**src/sv/wto_pkg.sv**
```systemverilog
// ----------------------------------------------------------------------------
// wto_pkg: shared types and constants
// Field widths, register indexes, mode and opcode codes, the controller state
// type and the command/status bundles between controller and datapath.
// ----------------------------------------------------------------------------
package wto_pkg;

  localparam int TABLE_BITS_DEF = 13;
  localparam int FRAC_BITS      = 16;
  localparam int SAMPLE_BITS    = 16;
  localparam int GAIN_FRAC      = 12;
  localparam int MOD_SHIFT      = 32 - FRAC_BITS;

  // payload field widths
  localparam int FM_W     = 24;
  localparam int ADDR_W   = 13;
  localparam int CFG_IDX_W  = 3;
  localparam int CFG_DATA_W = 29;

  // configuration register widths
  localparam int INC_W    = 29;
  localparam int TSL_W    = 4;
  localparam int MODE_W   = 2;
  localparam int GAIN_W   = 16;
  localparam int MSCALE_W = 24;
  localparam int VLEN_W   = 13;

  // register indexes
  localparam logic [CFG_IDX_W-1:0] REG_PHASE_INC  = 3'd0;
  localparam logic [CFG_IDX_W-1:0] REG_TABLE_LOG2 = 3'd1;
  localparam logic [CFG_IDX_W-1:0] REG_MODE       = 3'd2;
  localparam logic [CFG_IDX_W-1:0] REG_GAIN       = 3'd3;
  localparam logic [CFG_IDX_W-1:0] REG_MOD_SCALE  = 3'd4;
  localparam logic [CFG_IDX_W-1:0] REG_VEC_LEN    = 3'd5;

  // register reset values
  localparam logic [INC_W-1:0]    RST_PHASE_INC  = 29'd5242880;
  localparam logic [TSL_W-1:0]    RST_TABLE_LOG2 = 4'd13;
  localparam logic [MODE_W-1:0]   RST_MODE       = 2'd1;
  localparam logic [GAIN_W-1:0]   RST_GAIN       = 16'd4096;
  localparam logic [MSCALE_W-1:0] RST_MOD_SCALE  = 24'd3117;
  localparam logic [VLEN_W-1:0]   RST_VEC_LEN    = 13'd64;

  // interpolation modes
  localparam logic [MODE_W-1:0] MODE_NEAREST = 2'd0;
  localparam logic [MODE_W-1:0] MODE_LINEAR  = 2'd1;
  localparam logic [MODE_W-1:0] MODE_LFO     = 2'd2;

  // opcodes
  localparam logic OP_TICK  = 1'b0;
  localparam logic OP_WRITE = 1'b1;

  typedef enum logic [2:0] {
    S_IDLE,
    S_EXEC,
    S_RD1,
    S_RD2,
    S_MUL1,
    S_MUL2,
    S_OUT
  } state_t;

  typedef struct packed {
    logic capture;
    logic exec;
    logic rd2;
    logic mul1;
    logic mul2;
    logic load_out;
  } dp_cmd_t;

  typedef struct packed {
    logic is_write;
    logic out_free;
  } dp_stat_t;

endpackage

```
**src/sv/wto_ctrl.sv**
```systemverilog
// ----------------------------------------------------------------------------
// wto_ctrl: oscillator sequencer
// Walks one item: a table write, or phase update, two table reads, blend, gain.
// ----------------------------------------------------------------------------
module wto_ctrl (
  input  logic               clk,
  input  logic               rst_n,
  input  logic               in_valid,
  output logic               in_ready,
  input  wto_pkg::dp_stat_t  stat,
  output wto_pkg::dp_cmd_t   cmd
);

  wto_pkg::state_t state_r, state_nxt;

  always_ff @(posedge clk) begin
    if (!rst_n) begin
      state_r <= wto_pkg::S_IDLE;
    end else begin
      state_r <= state_nxt;
    end
  end

  always_comb begin
    state_nxt = state_r;
    case (state_r)
      wto_pkg::S_IDLE: begin
        if (in_valid) state_nxt = wto_pkg::S_EXEC;
      end
      wto_pkg::S_EXEC: begin
        state_nxt = stat.is_write ? wto_pkg::S_IDLE : wto_pkg::S_RD1;
      end
      wto_pkg::S_RD1:  state_nxt = wto_pkg::S_RD2;
      wto_pkg::S_RD2:  state_nxt = wto_pkg::S_MUL1;
      wto_pkg::S_MUL1: state_nxt = wto_pkg::S_MUL2;
      wto_pkg::S_MUL2: state_nxt = wto_pkg::S_OUT;
      wto_pkg::S_OUT: begin
        // hold until the output register can take the item
        if (stat.out_free) state_nxt = wto_pkg::S_IDLE;
      end
      default: state_nxt = wto_pkg::S_IDLE;
    endcase
  end

  always_comb begin
    cmd      = '0;
    in_ready = 1'b0;
    case (state_r)
      wto_pkg::S_IDLE: begin
        in_ready    = 1'b1;
        cmd.capture = in_valid;
      end
      wto_pkg::S_EXEC: cmd.exec = 1'b1;
      wto_pkg::S_RD1:  cmd.exec = 1'b0;
      wto_pkg::S_RD2:  cmd.rd2  = 1'b1;
      wto_pkg::S_MUL1: cmd.mul1 = 1'b1;
      wto_pkg::S_MUL2: cmd.mul2 = 1'b1;
      wto_pkg::S_OUT:  cmd.load_out = stat.out_free;
      default:         cmd = '0;
    endcase
  end

endmodule

```
**config.mk**
```make
export PLATFORM = sky130hd
export DESIGN_NAME = wto_ctrl
export DESIGN_NICKNAME = d
export VERILOG_FILES = /design/src/sv/wto_pkg.sv /design/src/sv/wto_ctrl.sv
export SDC_FILE = /design/constraint.sdc
export NUM_CORES = 1
export LEC_CHECK = 0
export ABC_AREA = 1
export BUFFER_PORTS_ARGS = -buffer_cell sky130_fd_sc_hd__buf_2
export CAP_MARGIN = 20
export CORE_AREA = 2 2 39 41
export DETAILED_ROUTE_END_ITERATION = 10
export DIE_AREA = 0 0 41 43
export PLACE_DENSITY = 0.45
export SYNTH_ARGS = -nofsm -noshare
export SYNTH_HDL_FRONTEND = slang
export SYNTH_SLANG_ARGS = --single-unit
```
**constraint.sdc**
```tcl
create_clock -name clk -period 0.8 [get_ports clk]
set_clock_uncertainty 0.1 [all_clocks]
set_input_delay 0.08 -clock clk [delete_from_list [all_inputs] [get_ports clk]]
set_output_delay 0.08 -clock clk [all_outputs]
set_load 0.02 [all_outputs]
```
==> out/metrics.json, run 1 <==
{
  "layout_common_cells": {"value": "sky130_fd_sc_hd__buf_6, sky130_fd_sc_hd__nor2_4, sky130_fd_sc_hd__nand2_1, sky130_fd_sc_hd__nor2_1"},
  "drt_drc_violations_left": {"value": 0},
  "min_period_over_period": {"value": 1.53},
  "place_worst_setup_slack": {"value": -250, "unit": "ps"},
  "power_density": {"value": 1460, "unit": "nW/µm²"},
  "largest_register_ff_count": {"value": 3},
  "smallest_setup_slack_after_layout": {"value": -423, "unit": "ps"},
  "detailed_place_hpwl": {"value": 461, "unit": "µm"},
  "setup_viol": {"value": 10},
  "grt_overflow": {"value": 0},
  "avgViaCountPerCell": {"value": 3.80},
  "comb_power_share": {"value": 0.373},
  "seq_area_frac_synth": {"value": 0.261},
  "clock_insertion_delay_worst_skew": {"value": 230, "unit": "ps"},
  "filler_cell_count": {"value": 155},
  "worst-endpoint-required": {"value": 620, "unit": "ps"},
  "synthCells": {"value": 39},
  "nets": {"value": 65},
  "flop_pwr_share": {"value": 0.259},
  "synth_area_leaders": {"value": "sky130_fd_sc_hd__dfxtp_1, sky130_fd_sc_hd__nor2_1, sky130_fd_sc_hd__inv_1"},
  "timing.fmax": {"value": 818, "unit": "MHz"},
  "grt_usage": {"value": 0.0812},
  "largest_net_degree_at_the_start_of_global_routing": {"value": 8},
  "max_slew.worst_pin.slew": {"value": 130, "unit": "ps"},
  "routed_wire_length_per_instance": {"value": 7.73, "unit": "µm"},
  "share_of_yosys_cell_area_claimed_by_the_top_area_cell_type": {"value": 0.261},
  "areaGrowthSynthToFinish": {"value": 115, "unit": "%"},
  "rsz_0062_raised_after_global_routing": {"value": "true"},
  "multi_input_gate_area": {"value": 184, "unit": "µm²"},
  "layout.cells.most_common": {"value": "sky130_fd_sc_hd__buf_6"},
  "r2r-start": {"value": "state_r[1]"},
  "seq_area": {"value": 68.8, "unit": "µm²"},
  "routed_wirelength": {"value": 580, "unit": "µm"},
  "period_needed": {"value": 1220, "unit": "ps"},
  "worstPathMaxFanout": {"value": 4},
  "ys_ff_latch": {"value": 3},
  "crit_path_start_kind": {"value": "register"},
  "timing.setup.critical_path_class": {"value": "reg -> out"},
  "tritoncts.num_buffers": {"value": 3},
  "hold_viol": {"value": 3},
  "critical_path_buf_inv_count": {"value": 3},
  "cts.sink_count": {"value": 3},
  "grt_pass1_wl": {"value": 945, "unit": "µm"},
  "number_of_nets_still_failing_antenna_checks_after_routing": {"value": 0},
  "crit_chain": {"value": "buf_6 -> nor2_4 -> inv_2 -> nor2_4 -> buf_6"},
  "tritoncts": {"value": "done"},
  "critical_path.reg2reg.endpoint": {"value": "state_r[1]"},
  "setup.reg_to_reg.worst_slack": {"value": -260, "unit": "ps"},
  "ctsHtreeMaxLevel": {"value": 1},
  "vdd_drop_max": {"value": 0.963, "unit": "mV"},
  "slew_viol_final": {"value": 0},
  "antenna_cells_inserted": {"value": 0},
  "p_int": {"value": 477, "unit": "µW"},
  "timing.critical_path.arrival": {"value": 1040, "unit": "ps"},
  "regMostFlops": {"value": "state_r"},
  "r2r_cells": {"value": 7},
  "holdCritPathClass": {"value": "in -> reg"},
  "clk_transition_reported_paths": {"value": 40, "unit": "ps"},
  "rows": {"value": 14},
  "gp_congestion": {"value": 0.645},
  "count_of_unique_library_cells_instantiated_by_yosys": {"value": 13},
  "die_h": {"value": 43, "unit": "µm"},
  "power.leakage": {"value": 0.000236, "unit": "µW"},
  "syn-mean-instance-area": {"value": 5.90, "unit": "µm²"},
  "fin_hold_ws": {"value": -15.6, "unit": "ps"},
  "clock_power_share": {"value": 0.368},
  "buffer_ports.inserted": {"value": 11},
  "dr.pass1.iters": {"value": 4},
  "fp.dieArea": {"value": 1760, "unit": "µm²"},
  "layout-drive-gt1-share": {"value": 0.661},
  "x_dimension_of_the_die": {"value": 41, "unit": "µm"},
  "power_switching_share": {"value": 0.339},
  "yosys_warnings": {"value": 0},
  "initial_antenna_violation_count": {"value": 0},
  "critical_path.slowest_cell": {"value": "sky130_fd_sc_hd__dfxtp_2"},
  "switching_power": {"value": 245, "unit": "µW"},
  "worst_path_dominant_cell_family": {"value": "flip-flops"},
  "synthesis.area": {"value": 230, "unit": "µm²"},
  "syn-num-nets": {"value": 44},
  "failed_checks": {"value": "negative hold slack, negative setup slack"},
  "critical_path.max_stage_delay": {"value": 330, "unit": "ps"},
  "routed-via-count": {"value": 285},
  "ctsLongestPathBuffers": {"value": 2},
  "relSlewSlack": {"value": 0.913},
  "crit_path_end_kind": {"value": "primary output"},
  "via_count_of_the_first_global_routing_pass": {"value": 234},
  "critical_path.startpoint": {"value": "state_r[1]"},
  "endpoint": {"value": "cmd[4]"},
  "cts_root_buffer": {"value": "sky130_fd_sc_hd__clkbuf_4"},
  "io_pins": {"value": 12},
  "outcome": {"value": "finished, violations left"},
  "drt-initial-drc-count": {"value": 3},
  "crit_cells": {"value": 5},
  "reg.largest.list": {"value": "state_r x3"},
  "max_cap_viol_count": {"value": 0},
  "core_region_area": {"value": 1380, "unit": "µm²"},
  "yosysTopAreaCell": {"value": "sky130_fd_sc_hd__dfxtp_1"},
  "initial_utilization": {"value": 0.166}
}
-- cells by family (layout without fill, tap and decap cells) --
family	after synthesis	after routing	synth area share
DFF	3	3	0.261
and+or+nand+nor	26	26	0.544
buffers and inverters	10	30	0.196
-- tightest hold or removal path, delay by kind of cell --
family	cells	cell delay, ps
buf+inv	1	100
simple gates	2	100
-- stage by stage --
stage / power [µW] / area [µm²] / cells / setup TNS (ps) / util
after floorplan: 347 / 304 / 39 / -926 / -
after CTS: 747 / 494 / 75 / -3520 / 0.357
after global routing: 784 / 494 / 75 / -3970 / 0.357
after detailed placement: 407 / 398 / 69 / -1990 / 0.288
final: 722 / 494 / 75 / -3340 / 0.357
after global placement: 406 / 398 / 69 / -1890 / 0.288
-- final cells by class --
class / instances / share of cell area
flip-flops and latches: 3 / 0.139
multi-input cells: 26 / 0.372
clock buffers: 4 / 0.0532
well taps: 16 / 0.0405
inverters: 9 / 0.0886
repair buffers: 17 / 0.306
-- synth_stat cells --
library cell              number
sky130_fd_sc_hd__nand4_1       1
sky130_fd_sc_hd__nand3_1       4
sky130_fd_sc_hd__nand3_2       1
sky130_fd_sc_hd__inv_2         2
sky130_fd_sc_hd__nor3_1        1
sky130_fd_sc_hd__nor2_4        1
sky130_fd_sc_hd__nand2_1       6
sky130_fd_sc_hd__dfxtp_1       3
sky130_fd_sc_hd__nand2_2       1
sky130_fd_sc_hd__inv_1         7
sky130_fd_sc_hd__nor2_1       10
sky130_fd_sc_hd__nor2_2        1
sky130_fd_sc_hd__buf_6         1
-- power by group through the flow --
| stage | Sequential, µW | Combinational, µW | Clock [µW] |
|---|---|---|---|
| floorplan | 182 | 165 | 0 |
| global placement | 185 | 221 | 0 |
| detailed placement | 185 | 222 | 0 |
| CTS | 187 | 274 | 286 |
| global route | 189 | 296 | 299 |
| finish | 187 | 269 | 266 |
-- worst min-delay path by stage --
stage | from | to | slack (ps) | depth (start not counted)
after detailed placement | rst_n | state_r[0] | 230 | 3
after global placement | rst_n | state_r[0] | 230 | 3
final | rst_n | state_r[0] | -20 | 3
after global routing | rst_n | state_r[0] | -20 | 3
after CTS | rst_n | state_r[0] | -30 | 3
after floorplan | rst_n | state_r[0] | 100 | 2
-- layer usage --
| metal | track usage | wire (µm) | vias to the layer above |
|---|---|---|---|
| li1 | - | - | 157 |
| met1 | 0.106 | 260 | 116 |
| met2 | 0.113 | 278 | 12 |
| met3 | 0.0157 | 40 | 0 |
| met4 | 0.0600 | 0 | 0 |
| met5 | 0 | 0 | - |
-- repair_timing --
action / in CTS / in global routing
setup buffers: 2 / 0
pin swaps: 5 / 3
endpoints found under the hold margin: 3 / 1
setup endpoints to repair: 10 / 10
resized for setup: 18 / 0
cloned: 0 / 0
Note: power is estimated with default switching activity, not from simulation.
==> inputs of run 2 (changes only) <==
--- a/config.mk
+++ b/config.mk
@@ -5,13 +5,12 @@
 export SDC_FILE = /design/constraint.sdc
 export NUM_CORES = 1
 export LEC_CHECK = 0
-export ABC_AREA = 1
 export BUFFER_PORTS_ARGS = -buffer_cell sky130_fd_sc_hd__buf_2
 export CAP_MARGIN = 20
 export CORE_AREA = 2 2 39 41
 export DETAILED_ROUTE_END_ITERATION = 10
 export DIE_AREA = 0 0 41 43
-export PLACE_DENSITY = 0.45
+export PLACE_DENSITY = 0.44
 export SYNTH_ARGS = -nofsm -noshare
 export SYNTH_HDL_FRONTEND = slang
 export SYNTH_SLANG_ARGS = --single-unit
==> run 2 against run 1 <==
  * Cell count shrank 16%
  * Global-route usage grew 1.7 points
  * Highest routed layer unchanged
  * Maximum frequency shrank 4.7%
  * Count of clock-buffer cells in the layout is the same
  * Synthesized area shrank 5.4%
  * Sequential cell count is the same
  * Sequential power grew 4%
  * Largest power group unchanged
  * Combinational power is essentially flat
  * The flow still finishes with violations (negative hold slack, negative setup slack)
==> out/metrics.json, run 2 <==
{
  "ctsHtreeMaxLevel": {"value": 1, "change": "unchanged"},
  "ys_top_cells_by_count": {"value": "sky130_fd_sc_hd__dfxtp_1, sky130_fd_sc_hd__inv_1, sky130_fd_sc_hd__nand2b_1, sky130_fd_sc_hd__nor3b_1", "change": "was sky130_fd_sc_hd__nor2_1, sky130_fd_sc_hd__inv_1, sky130_fd_sc_hd__nand2_1"},
  "fp.dieArea": {"value": 1760, "unit": "µm²", "change": "unchanged"},
  "worst_path_dominant_cell_family": {"value": "flip-flops", "change": "unchanged"},
  "critical_path_buf_inv_count": {"value": 2, "change": "was 3"},
  "timing.critical_path.arrival": {"value": 1100, "unit": "ps", "change": "was 1040 ps"},
  "syn-num-nets": {"value": 31, "change": "was 44"},
  "cts_root_buffer": {"value": "sky130_fd_sc_hd__clkbuf_4", "change": "unchanged"},
  "timing.setup.critical_path_class": {"value": "reg -> out", "change": "unchanged"},
  "max_slew.worst_pin.slew": {"value": 309, "unit": "ps", "change": "was 130 ps"},
  "yosysTopAreaCell": {"value": "sky130_fd_sc_hd__dfxtp_1", "change": "unchanged"},
  "ys_ff_latch": {"value": 3, "change": "unchanged"},
  "synthesis.area": {"value": 218, "unit": "µm²", "change": "was 230 µm²"},
  "period_needed": {"value": 1280, "unit": "ps", "change": "was 1220 ps"},
  "filler_cell_count": {"value": 158, "change": "was 155"},
  "nets": {"value": 53, "change": "was 65"},
  "max_cap_viol_count": {"value": 0, "change": "unchanged"},
  "synthCells": {"value": 26, "change": "was 39"},
  "syn-mean-instance-area": {"value": 8.37, "unit": "µm²", "change": "was 5.90 µm²"},
  "setup_viol": {"value": 10, "change": "unchanged"},
  "die_h": {"value": 43, "unit": "µm", "change": "unchanged"},
  "antenna_cells_inserted": {"value": 0, "change": "unchanged"},
  "yosys_warnings": {"value": 0, "change": "unchanged"},
  "timing.fmax": {"value": 779, "unit": "MHz", "change": "was 818 MHz"},
  "worstPathMaxFanout": {"value": 4, "change": "unchanged"},
  "number_of_nets_still_failing_antenna_checks_after_routing": {"value": 0, "change": "unchanged"},
  "regMostFlops": {"value": "state_r", "change": "unchanged"},
  "post_synth_mux_area_share": {"value": 0, "change": "unchanged"},
  "hold_viol": {"value": 1, "change": "was 3"},
  "rows": {"value": 14, "change": "unchanged"},
  "initial_utilization": {"value": 0.157, "change": "was 0.166"},
  "synthSimpleGateAreaFrac": {"value": 0.379, "change": "was 0.543"},
  "routed-via-count": {"value": 261, "change": "was 285"},
  "routed_wirelength": {"value": 639, "unit": "µm", "change": "was 580 µm"},
  "min_period_over_period": {"value": 1.60, "change": "was 1.53"},
  "drt-initial-drc-count": {"value": 0, "change": "was 3"},
  "synth_enable_flop_cells": {"value": 0, "change": "unchanged"},
  "fin_area": {"value": 435, "unit": "µm²", "change": "was 494 µm²"},
  "grt_overflow": {"value": 0, "change": "unchanged"},
  "grt_pass1_wl": {"value": 1130, "unit": "µm", "change": "was 945 µm"},
  "crit_chain": {"value": "buf_6 -> nor3_4 -> and2_4 -> buf_6", "change": "was buf_6 -> nor2_4 -> inv_2 -> nor2_4 -> buf_6"},
  "holdCritPathClass": {"value": "in -> reg", "change": "unchanged"},
  "setup.reg_to_reg.worst_slack": {"value": -330, "unit": "ps", "change": "was -260 ps"},
  "x_dimension_of_the_die": {"value": 41, "unit": "µm", "change": "unchanged"},
  "buffer_ports.inserted": {"value": 11, "change": "unchanged"},
  "layout.cells.most_common": {"value": "sky130_fd_sc_hd__buf_4", "change": "was sky130_fd_sc_hd__buf_6"},
  "areaGrowthSynthToFinish": {"value": 100, "unit": "%", "change": "was 115%"},
  "synth_top_family_by_area": {"value": "simple AND/OR/NAND/NOR gates", "change": "unchanged"},
  "place_worst_setup_slack": {"value": -386, "unit": "ps", "change": "was -250 ps"},
  "yosys.area_share.xor_xnor": {"value": 0, "change": "unchanged"},
  "count_of_unique_library_cells_instantiated_by_yosys": {"value": 21, "change": "was 13"},
  "seq_area_frac_synth": {"value": 0.276, "change": "was 0.261"},
  "synthAdderAreaFrac": {"value": 0, "change": "unchanged"},
  "worst-endpoint-required": {"value": 620, "unit": "ps", "change": "about the same"},
  "crit_path_start_kind": {"value": "register", "change": "unchanged"},
  "layout-drive-gt1-share": {"value": 0.745, "change": "was 0.661"},
  "slew_viol_final": {"value": 0, "change": "unchanged"},
  "relSlewSlack": {"value": 0.793, "change": "was 0.913"},
  "synth_area_leaders": {"value": "sky130_fd_sc_hd__dfxtp_1, sky130_fd_sc_hd__a221oi_2, sky130_fd_sc_hd__nor3b_1", "change": "was sky130_fd_sc_hd__dfxtp_1, sky130_fd_sc_hd__nor2_1, sky130_fd_sc_hd__inv_1"},
  "initial_antenna_violation_count": {"value": 0, "change": "unchanged"},
  "largest_net_degree_at_the_start_of_global_routing": {"value": 12, "change": "was 8"},
  "clk_transition_reported_paths": {"value": 40, "unit": "ps", "change": "about the same"},
  "fin_hold_ws": {"value": -4.07, "unit": "ps", "change": "was -15.6 ps"},
  "post-synth-top-count-cell": {"value": "sky130_fd_sc_hd__dfxtp_1", "change": "was sky130_fd_sc_hd__nor2_1"},
  "layout_common_cells": {"value": "sky130_fd_sc_hd__buf_4, sky130_fd_sc_hd__buf_2, sky130_fd_sc_hd__buf_6", "change": "was sky130_fd_sc_hd__buf_6, sky130_fd_sc_hd__nor2_4, sky130_fd_sc_hd__nand2_1, sky130_fd_sc_hd__nor2_1"},
  "share_of_yosys_cell_area_claimed_by_the_top_area_cell_type": {"value": 0.276, "change": "was 0.261"},
  "drt_drc_violations_left": {"value": 0, "change": "unchanged"},
  "tritoncts": {"value": "done", "change": "unchanged"},
  "ctsLongestPathBuffers": {"value": 2, "change": "unchanged"},
  "clock_insertion_delay_worst_skew": {"value": 230, "unit": "ps", "change": "about the same"},
  "ys_async_sr_fraction": {"value": 0, "change": "unchanged"},
  "failed_checks": {"value": "negative hold slack, negative setup slack", "change": "unchanged"},
  "cpMostUsedCell": {"value": "sky130_fd_sc_hd__buf_6"},
  "gp_congestion": {"value": 0.686, "change": "was 0.645"},
  "multi_input_gate_area": {"value": 156, "unit": "µm²", "change": "was 184 µm²"},
  "vdd_drop_max": {"value": 0.517, "unit": "mV", "change": "was 0.963 mV"},
  "via_count_of_the_first_global_routing_pass": {"value": 296, "change": "was 234"},
  "synth-compound-area-share": {"value": 0.201, "change": "was 0"},
  "power_density": {"value": 1680, "unit": "nW/µm²", "change": "was 1460 nW/µm²"},
  "cts.sink_count": {"value": 3, "change": "unchanged"},
  "post-layout-total-power": {"value": 730, "unit": "µW", "change": "was 722 µW"},
  "reg.largest.list": {"value": "state_r x3", "change": "unchanged"},
  "outcome": {"value": "finished, violations left", "change": "unchanged"},
  "routed_wire_length_per_instance": {"value": 10.1, "unit": "µm", "change": "was 7.73 µm"},
  "critical_path.slowest_cell": {"value": "sky130_fd_sc_hd__dfxtp_2", "change": "unchanged"},
  "smallest_setup_slack_after_layout": {"value": -483, "unit": "ps", "change": "was -423 ps"},
  "post_dp_cell_area": {"value": 355, "unit": "µm²", "change": "was 398 µm²"},
  "power.leakage": {"value": 0.000208, "unit": "µW", "change": "was 0.000236 µW"},
  "core_region_area": {"value": 1380, "unit": "µm²", "change": "unchanged"},
  "prevailing_post_synth_register_cell": {"value": "sky130_fd_sc_hd__dfxtp_1", "change": "unchanged"},
  "grt_usage": {"value": 0.0984, "change": "was 0.0812"},
  "io_pins": {"value": 12, "change": "unchanged"},
  "avgViaCountPerCell": {"value": 4.14, "change": "was 3.80"},
  "seq_area": {"value": 68.8, "unit": "µm²", "change": "unchanged"},
  "tritoncts.num_buffers": {"value": 3, "change": "unchanged"},
  "rsz_0062_raised_after_global_routing": {"value": "true", "change": "unchanged"},
  "crit_path_end_kind": {"value": "primary output", "change": "unchanged"},
  "largest_register_ff_count": {"value": 3, "change": "unchanged"},
  "dr.pass1.iters": {"value": 1, "change": "was 4"},
  "detailed_place_hpwl": {"value": 441, "unit": "µm", "change": "was 461 µm"},
  "critical_path.max_stage_delay": {"value": 340, "unit": "ps", "change": "was 330 ps"}
}
==> run 2: cell count changes in the layout (fill, tap and decap cells not counted), moves of 3 or more <==
| cell | change |
|---|---|
| sky130_fd_sc_hd__nand2_1 | -5 |
| sky130_fd_sc_hd__nand3_1 | -3 |
| sky130_fd_sc_hd__buf_6 | -5 |
| sky130_fd_sc_hd__nor2_1 | -4 |
| sky130_fd_sc_hd__nor2_4 | -6 |
| sky130_fd_sc_hd__buf_4 | +7 |
==> run 2: cell type report <==
class,count,area share
Clock buffer,4,0.0603
Inverter,3,0.0259
Multi-Input combinational cell,17,0.359
Sequential cell,3,0.158
Tap cell,16,0.0460
Timing Repair Buffer,20,0.351
==> run 2: metal layers <==
layer  vias up  wire length [µm]  track usage
met1       118               250        0.109
li1        135                 -            -
met2         8               365        0.144
met5         -                 0            0
met4         0                 0        0.100
met3         0                23       0.0157
==> run 2: logic make-up after synthesis <==
kind of cell | Yosys count
buffers and inverters | 6
AOI/OAI and AO/OA | 5
and+or+nand+nor | 12
DFF | 3
==> run 2: worst paths after layout <==
| check | start | end | cells after the start |
|---|---|---|---|
| worst min register to register | state_r[0] | state_r[0] | 1 |
| worst max-delay path | state_r[1] | cmd[5] | 4 |
| worst min-delay path | rst_n | state_r[0] | 3 |
| worst max register to register | state_r[1] | state_r[1] | 3 |
==> run 2: tightest hold or removal path, stage by stage <==
cell,delay (ps)
sky130_fd_sc_hd__buf_2,100
sky130_fd_sc_hd__inv_1,60
sky130_fd_sc_hd__a2111oi_1,50
==> run 2: metrics by stage <==
stage          cells  TNS, ps  utilization
3_5_place_dp      57    -3070        0.257
6_report          63    -3940        0.315
5_1_grt           63    -4400        0.315
3_3_place_gp      57    -3140        0.257
4_1_cts           62    -3960        0.305
2_1_floorplan     26    -1890            -
==> run 2: timing repair <==
| item | 4_1_cts | 5_1_grt |
|---|---|---|
| endpoints found under the setup margin | 10 | 10 |
| pin swaps | 2 | 0 |
| endpoints found under the hold margin | 1 | 0 |
| setup buffers | 1 | 1 |
| gates resized for setup | 13 | 2 |
==> run 2: power breakdown <==
part           switching, µW  internal, µW
combinational            109           159
clock                   80.6           187
sequential              30.6           164
==> inputs of run 3 (changes only) <==
--- a/config.mk
+++ b/config.mk
@@ -8,6 +8,7 @@
 export BUFFER_PORTS_ARGS = -buffer_cell sky130_fd_sc_hd__buf_2
 export CAP_MARGIN = 20
 export CORE_AREA = 2 2 39 41
+export CTS_BUF_LIST = sky130_fd_sc_hd__clkbuf_4
 export DETAILED_ROUTE_END_ITERATION = 10
 export DIE_AREA = 0 0 41 43
 export PLACE_DENSITY = 0.44
==> run 3 against run 2 <==
  * Non-clock buffer count stayed put
  * Via count stayed put
  * Highest routed layer unchanged
  * Critical path type unchanged
  * Critical endpoint unchanged
  * The flow still finishes with violations (negative hold slack, negative setup slack)
  * Cell area is 0.86% higher
  * Sequential cell count stayed put
  * Clock power is 12% higher
  * Largest power group is now clock
  * Combinational power hardly changed
  * Register-to-register slack hardly changed
  * First-iteration DRC count stayed put
  * Maximum frequency hardly changed
==> out/metrics.json, run 3 (same netlist as run 2, synthesis figures left out) <==
{
  "outcome": {"value": "finished, violations left", "change": "unchanged"},
  "failed_checks": {"value": "negative hold slack, negative setup slack", "change": "unchanged"},
  "max_slew.worst_pin.slew": {"value": 309, "unit": "ps", "change": "unchanged"},
  "buffer_ports.inserted": {"value": 11, "change": "unchanged"},
  "crit_path_end_kind": {"value": "primary output", "change": "unchanged"},
  "initial_utilization": {"value": 0.157, "change": "unchanged"},
  "largest_net_degree_at_the_start_of_global_routing": {"value": 12, "change": "unchanged"},
  "antenna_cells_inserted": {"value": 0, "change": "unchanged"},
  "drt_drc_violations_left": {"value": 0, "change": "unchanged"},
  "fp.dieArea": {"value": 1760, "unit": "µm²", "change": "unchanged"},
  "drt-initial-drc-count": {"value": 0, "change": "unchanged"},
  "hold_viol": {"value": 1, "change": "unchanged"},
  "smallest_setup_slack_after_layout": {"value": -482, "unit": "ps", "change": "was -483 ps"},
  "rsz_0062_raised_after_global_routing": {"value": "true", "change": "unchanged"},
  "setup_viol": {"value": 10, "change": "unchanged"},
  "ctsHtreeMaxLevel": {"value": 1, "change": "unchanged"},
  "timing.fmax": {"value": 780, "unit": "MHz", "change": "was 779 MHz"},
  "min_period_over_period": {"value": 1.60, "change": "about the same"},
  "holdCritPathClass": {"value": "in -> reg", "change": "unchanged"},
  "die_h": {"value": 43, "unit": "µm", "change": "unchanged"},
  "worst-endpoint-required": {"value": 620, "unit": "ps", "change": "about the same"},
  "max_cap_viol_count": {"value": 0, "change": "unchanged"},
  "slew_viol_final": {"value": 0, "change": "unchanged"},
  "relSlewSlack": {"value": 0.793, "change": "unchanged"},
  "finalSetupTns": {"value": -3940, "unit": "ps", "change": "about the same"},
  "layout_common_cells": {"value": "sky130_fd_sc_hd__buf_4, sky130_fd_sc_hd__buf_2, sky130_fd_sc_hd__clkbuf_4, sky130_fd_sc_hd__buf_6", "change": "was sky130_fd_sc_hd__buf_4, sky130_fd_sc_hd__buf_2, sky130_fd_sc_hd__buf_6"},
  "timing.setup.critical_path_class": {"value": "reg -> out", "change": "unchanged"},
  "worstPathMaxFanout": {"value": 4, "change": "unchanged"},
  "tritoncts": {"value": "done", "change": "unchanged"},
  "dp_cells": {"value": 57, "change": "unchanged"},
  "cts_root_buffer": {"value": "sky130_fd_sc_hd__clkbuf_4", "change": "unchanged"},
  "cts.sink_count": {"value": 3, "change": "unchanged"},
  "detailed_place_hpwl": {"value": 441, "unit": "µm", "change": "unchanged"},
  "layout.cells.non_filler": {"value": 63, "change": "unchanged"},
  "post_dp_cell_area": {"value": 355, "unit": "µm²", "change": "unchanged"},
  "layout.cells.most_common": {"value": "sky130_fd_sc_hd__buf_4", "change": "unchanged"},
  "crit_path_start_kind": {"value": "register", "change": "unchanged"},
  "tritoncts.num_buffers": {"value": 3, "change": "unchanged"},
  "worst_hold_startpoint": {"value": "rst_n", "change": "unchanged"},
  "fin_hold_ws": {"value": -3.43, "unit": "ps", "change": "was -4.07 ps"},
  "grt_pass1_wl": {"value": 1120, "unit": "µm", "change": "was 1130 µm"},
  "fin_area": {"value": 439, "unit": "µm²", "change": "was 435 µm²"},
  "dr.pass1.iters": {"value": 1, "change": "unchanged"},
  "grt_usage": {"value": 0.0954, "change": "was 0.0984"},
  "io_pins": {"value": 12, "change": "unchanged"},
  "post-route-util": {"value": 0.317, "change": "was 0.315"},
  "post-layout-total-power": {"value": 762, "unit": "µW", "change": "was 730 µW"},
  "timing.critical_path.arrival": {"value": 1100, "unit": "ps", "change": "about the same"},
  "areaGrowthSynthToFinish": {"value": 102, "unit": "%", "change": "was 100%"},
  "clk_transition_reported_paths": {"value": 40, "unit": "ps", "change": "about the same"},
  "core_region_area": {"value": 1380, "unit": "µm²", "change": "unchanged"},
  "power_density": {"value": 1740, "unit": "nW/µm²", "change": "was 1680 nW/µm²"},
  "initial_antenna_violation_count": {"value": 0, "change": "unchanged"},
  "gp_congestion": {"value": 0.686, "change": "unchanged"},
  "largest_register_ff_count": {"value": 3, "change": "unchanged"},
  "nets": {"value": 53, "change": "unchanged"},
  "critical_path.startpoint": {"value": "state_r[1]", "change": "unchanged"},
  "reg.largest.list": {"value": "state_r x3", "change": "unchanged"},
  "via_count_of_the_first_global_routing_pass": {"value": 288, "change": "was 296"},
  "vdd_drop_max": {"value": 0.517, "unit": "mV", "change": "about the same"},
  "ctsLongestPathBuffers": {"value": 2, "change": "unchanged"},
  "routed-via-count": {"value": 261, "change": "unchanged"},
  "regMostFlops": {"value": "state_r", "change": "unchanged"},
  "rows": {"value": 14, "change": "unchanged"},
  "period_needed": {"value": 1280, "unit": "ps", "change": "about the same"},
  "routed_wire_length_per_instance": {"value": 10.1, "unit": "µm", "change": "about the same"},
  "routed_wirelength": {"value": 635, "unit": "µm", "change": "was 639 µm"},
  "clock_insertion_delay_worst_skew": {"value": 230, "unit": "ps", "change": "about the same"},
  "number_of_nets_still_failing_antenna_checks_after_routing": {"value": 0, "change": "unchanged"},
  "x_dimension_of_the_die": {"value": 41, "unit": "µm", "change": "unchanged"},
  "power.leakage": {"value": 0.000211, "unit": "µW", "change": "was 0.000208 µW"},
  "r2r-start": {"value": "state_r[1]", "change": "unchanged"},
  "avgViaCountPerCell": {"value": 4.14, "change": "unchanged"},
  "layout-drive-gt1-share": {"value": 0.766, "change": "was 0.745"},
  "grt_overflow": {"value": 0, "change": "unchanged"}
}
-- run 3: cell counts in the layout (fill, tap and decap cells not counted) --
Identical to the previous run, type by type.
-- run 3: through the flow --
step | setup WS, ps | hold WS, ps
after detailed placement | -386 | 254
after floorplan | -364 | 125
after global routing | -532 | 17.5
final | -482 | -3.43
after global placement | -366 | 255
after CTS | -488 | -8.73
-- run 3: layout make-up --
cell class / instances / area, µm²
clock buffer: 4 / 30.0
sequential: 3 / 68.8
tap: 16 / 20.0
multi-input combinational: 17 / 156
timing repair buffer: 20 / 153
fill: 156 / 945
inverter: 3 / 11.3
-- run 3: worst paths after layout --
kind	end	slack (ps)	depth (start not counted)
setup / recovery	cmd[5]	-480	4
hold / removal	state_r[0]	-3	3
setup reg to reg	state_r[1]	-330	3
hold reg to reg	state_r[0]	420	1
-- run 3: critical path, cell delays in order (launching register included) --
cell and delay [ps]:
sky130_fd_sc_hd__dfxtp_2 340, sky130_fd_sc_hd__buf_6 120, sky130_fd_sc_hd__nor3_4 140, sky130_fd_sc_hd__and2_4 170, sky130_fd_sc_hd__buf_6 110
-- run 3: report_power, final --
group | leakage, µW | switching, µW | internal, µW
clock | 0.0000184 | 79.0 | 221
sequential | 0.0000264 | 30.6 | 164
combinational | 0.000167 | 109 | 159
total | 0.000211 | 219 | 543
-- run 3: what timing repair did --
item | CTS | global route
hold endpoints to repair | 1 | 0
setup endpoints to repair | 10 | 10
setup buffers | 1 | 1
pin swaps | 2 | 0
resized for setup | 13 | 2
-- run 3: metal layers --
layer / wire length (µm) / up-vias / track usage
li1: - / 135 / -
met4: 0 / 0 / 0.0800
met2: 361 / 8 / 0.144
met1: 250 / 118 / 0.109
met5: 0 / - / 0
met3: 23 / 0 / 0.0157
